### src/hdl/pat_pkg.sv
// ----------------------------------------------------------------------------
// Positional array table package
// Request and status codes, cell operations and controller states.
// ----------------------------------------------------------------------------
package pat_pkg;

    localparam int unsigned WORD_W  = 32;
    localparam int unsigned POS_W   = 8;
    localparam int unsigned STAT_W  = 3;
    localparam int unsigned REQ_W   = 2;

    localparam logic [REQ_W-1:0] REQ_INSERT = 2'd0;
    localparam logic [REQ_W-1:0] REQ_DELETE = 2'd1;
    localparam logic [REQ_W-1:0] REQ_SEARCH = 2'd2;
    localparam logic [REQ_W-1:0] REQ_CLEAR  = 2'd3;

    localparam logic [STAT_W-1:0] ST_OK        = 3'd0;
    localparam logic [STAT_W-1:0] ST_FULL      = 3'd1;
    localparam logic [STAT_W-1:0] ST_EMPTY     = 3'd2;
    localparam logic [STAT_W-1:0] ST_INVALID   = 3'd3;
    localparam logic [STAT_W-1:0] ST_NOT_FOUND = 3'd4;

    typedef enum logic [2:0] {
        CELL_HOLD,
        CELL_INSERT,
        CELL_DELETE,
        CELL_LOAD_HIT,
        CELL_SHIFT_HIT
    } cell_op_t;

    typedef struct packed {
        cell_op_t            op;
        logic [WORD_W-1:0]   key;
    } cell_ctrl_t;

    typedef enum logic [0:0] {
        ST_IDLE,
        ST_SCAN
    } state_t;

endpackage

### src/hdl/pat_cell.sv
// ----------------------------------------------------------------------------
// Positional array table cell
// One table slot: holds a word and a search hit flag, takes data from its
// lower neighbor on insert, from its upper neighbor on delete, and hands
// its hit flag down the chain during a search walk.
// ----------------------------------------------------------------------------
module pat_cell
    import pat_pkg::*;
#(
    parameter int unsigned DEPTH = 128,
    parameter int unsigned IDX   = 0,
    localparam int unsigned IW   = (DEPTH > 1) ? $clog2(DEPTH) : 1,
    localparam int unsigned CW   = $clog2(DEPTH + 1)
) (
    input  logic              aclk,
    input  logic              aresetn,
    input  cell_ctrl_t        ctrl,
    input  logic [IW-1:0]     slot,
    input  logic [CW-1:0]     count,
    input  logic [WORD_W-1:0] lower_data,
    input  logic [WORD_W-1:0] upper_data,
    input  logic              upper_hit,
    output logic [WORD_W-1:0] data,
    output logic              hit
);

    logic [WORD_W-1:0] data_reg;
    logic [WORD_W-1:0] data_next;
    logic              hit_reg;
    logic              hit_next;

    localparam logic [IW-1:0] MY_SLOT  = IW'(IDX);
    localparam logic [CW-1:0] MY_COUNT = CW'(IDX);

    always_comb begin
        data_next = data_reg;
        hit_next  = hit_reg;
        case (ctrl.op)
            CELL_INSERT: begin
                if (MY_SLOT == slot) begin
                    data_next = ctrl.key;
                end else if (MY_SLOT > slot) begin
                    data_next = lower_data;
                end
            end
            CELL_DELETE: begin
                if (MY_SLOT >= slot) begin
                    data_next = upper_data;
                end
            end
            CELL_LOAD_HIT: begin
                hit_next = (data_reg == ctrl.key) && (MY_COUNT < count);
            end
            CELL_SHIFT_HIT: begin
                hit_next = upper_hit;
            end
            default: begin
                data_next = data_reg;
            end
        endcase
    end

    always_ff @(posedge aclk) begin
        data_reg <= data_next;
    end

    always_ff @(posedge aclk) begin
        if (!aresetn) begin
            hit_reg <= 1'b0;
        end else begin
            hit_reg <= hit_next;
        end
    end

    assign data = data_reg;
    assign hit  = hit_reg;

endmodule

### config.mk
export PLATFORM = sky130hd
export DESIGN_NAME = pat_cell
export DESIGN_NICKNAME = d
export VERILOG_FILES = /design/src/hdl/pat_pkg.sv /design/src/hdl/pat_cell.sv
export SDC_FILE = /design/constraint.sdc
export NUM_CORES = 1
export LEC_CHECK = 0
export BUFFER_PORTS_ARGS = -buffer_cell sky130_fd_sc_hd__buf_2
export CAP_MARGIN = 20
export CORE_MARGIN = 2
export CORE_UTILIZATION = 35
export DETAILED_ROUTE_END_ITERATION = 16
export GPL_ROUTABILITY_DRIVEN = 0
export PLACE_DENSITY_LB_ADDON = 0.15
export SLEW_MARGIN = 20
export SYNTH_ARGS = -nofsm -noshare
export SYNTH_HDL_FRONTEND = slang
export SYNTH_SLANG_ARGS = --single-unit
export TNS_END_PERCENT = 1
### constraint.sdc
create_clock -name aclk -period 3.8 [get_ports aclk]
set_input_delay 0.19 -clock aclk [delete_from_list [all_inputs] [get_ports aclk]]
set_output_delay 0.19 -clock aclk [all_outputs]
set_load 0.03 [all_outputs]
==> run summary <==
Post-CTS repair timing setup buffer count: 0
R2R depth: 5
Top-area cell type share of the netlist area: 45.6%
Reg clk slew, reported paths: 0.07 ns
Clock power share: 31.9%
Hold Path Depth: 2
Via-per-instance ratio: 4.72
FILL cells: 581
Power Internal: 0.602 mW
Final Total Pwr: 0.789 mW
Max-cap violation count: 0
Die area: 6660 µm²
Core ar.: 5890 µm²
Number of core rows: 28
Largest register FFs: 32
CTS Sinks: 33
Number of different library cells in the post-synthesis netlist: 25
Area leader, netlist: edfxtp_1
Port bufs: 149
Min Tclk post-route: 1.95 ns
Wirelength per Cell: 14.0 µm
Slew Limit Fails: 0
All-layer global routing usage: 16.7%
Crit-path cells: buf_2, nor4_2, nand2_2, nor3_2, buf_4
Global-route wire length before repair: 8370 µm
Final cell count without fillers: 423
Pin count of the biggest net entering global routing: 37
Final ANT Viol Nets: 0
Post-Route WL: 5900 µm
Crit path max fanout: 33
Layout cells sized above 1: 46.8%
Comb power frac: 16.9%
Status: finished clean
Synth Warn #: 0
Num ports: 150
Syn_nets: 314
Largest cells by area after synthesis: edfxtp_1 46%, mux2i_1 15%, xor2_1 7.1%
DP Wirelength: 4760 µm
Drt first-iter violations: 76
Flops & latches, synth: 33
Gr ovfl total: 0
Number of global-route vias before repair: 1798
VDD IR max: 163 µV
Peak Freq: 0.512 GHz
Final Cycle Share: 51.4%
Root buffer cell: clkbuf_8
Synth-to-layout area growth: 42.1%
Register share of total power: 51.2%
NetSw: 0.187 mW
Final hold violations: 0
Fin Clk Skew: 0.00891 ns
CP arrival: 1.92 ns
Die width: 81.6 µm
Initial antenna violation count: 0
Final core occ: 50.9%
First-pass iteration count of the detailed router: 4
Leakage: 1.47 nW
CP peak stage delay: 0.63 ns
Critical Path Start Type: input port
Power per Cell Area: 263 nW/µm²
Die H: 81.6 µm
Synthesized instance count: 197
Layout net count: 464
Crit end category: register
N_diodes: 0
H-tree Lvls: 2
CTS max path bufs: 2
Sequential fraction of the synthesis area: 46.5%
DP Area: 2910 µm²
Finish-stage setup viols: 0
Worst-margin pin slew: 1.05 ns
Worst setup margin: 1.85 ns
CTS Buf Count: 5
Post-CTS sizing: 0
Worst-Skew Late Latency: 0.28 ns
Cts hold-fix bufs: 0
RSZ-0062 raised after global routing: no
Setup WS pre-CTS: 1.55 ns
Switching share of total power: 23.7%
Setup TNS: 0 ns
Slowest CP cell: nand2_2
Via count: 1996
CP required: 3.76 ns
Slew headroom: 29.6%
Final hold slack: 0.155 ns
CP Class: input port to register
Placed Cells incl. Taps: 415
Initial Util: 35.8%
Post-Syn Area: 2110 µm²
Worst hold path type: input port to register
DR DRC count: 0
CTS tree: built
Fin area: 3000 µm²
Avg Cell Area, Syn: 10.7 µm²
## logic make-up (layout without fill, tap and decap cells)
kind of cell,count (synthesis),count (layout),synth area share [%]
simple gates,53,53,12.4
compound gates,36,36,9.08
xor+xnor,33,33,13.7
flops,33,33,46.5
mux,32,32,15.2
buf+inv,10,161,3.09
## power by group through the flow
stage	logic, mW	registers [mW]	clock network [mW]
final	0.133	0.404	0.252
after global placement	0.132	0.411	0
after detailed placement	0.135	0.411	0
after CTS	0.135	0.403	0.259
after floorplan	0.0513	0.414	0
after global routing	0.149	0.403	0.272
## critical path, delay by kind of cell
kind | cells | cell delay [ns]
buf+inv | 2 | 0.40
simple gates | 3 | 1.31
## metal layers
layer / part of all wire, % / up-vias / track usage, %
met5: 0 / - / 0
met3: 7.3 / 7 / 3.85
met1: 42 / 886 / 20.9
met4: 1.1 / 0 / 5.17
li1: - / 1018 / -
met2: 50 / 85 / 28.6
## worst paths after layout
kind	start	slack (ns)	end
worst max register to register	data[1]	2.19	hit
worst max-delay path	slot[3]	1.85	data[31]
worst min register to register	hit	0.76	hit
worst min-delay path	aresetn	0.15	hit
## synthesized netlist by cell type (all sizes together)
cell,number
mux2i,32
a22o,1
inv,1
nor3,2
clkbuf,2
nand3,1
xor2,17
buf,7
a2111oi,1
nor2,2
o21ai,32
nand2,34
edfxtp,32
dfxtp,1
nand4b,1
a21oi,1
nor3b,1
nor4,8
nand4,4
xnor2,16
a311oi,1
## placed cells by master, fill, tap and decap left out, types with 2 or more instances in the layout
| master | n |
|---|---|
| mux2i_1 | 32 |
| buf_4 | 3 |
| o21ai_0 | 26 |
| nor2_1 | 2 |
| clkbuf_8 | 5 |
| nor4_1 | 7 |
| clkinv_2 | 2 |
| xnor2_1 | 16 |
| buf_2 | 149 |
| edfxtp_1 | 32 |
| nand2_1 | 33 |
| nand4_1 | 4 |
| xor2_1 | 17 |
| o21ai_1 | 6 |
## final cells by class
| type | instances | area, µm² | share of cell area, % |
|---|---|---|---|
| clock buffers | 6 | 72.6 | 2.42 |
| well taps | 75 | 93.8 | 3.13 |
| clock inverters | 2 | 10.0 | 0.334 |
| repair buffers | 152 | 768 | 25.6 |
| multi-input cells | 154 | 1070 | 35.6 |
| inverters | 1 | 3.75 | 0.125 |
| flip-flops and latches | 33 | 981 | 32.7 |
Power figures use the tool's default switching activity.
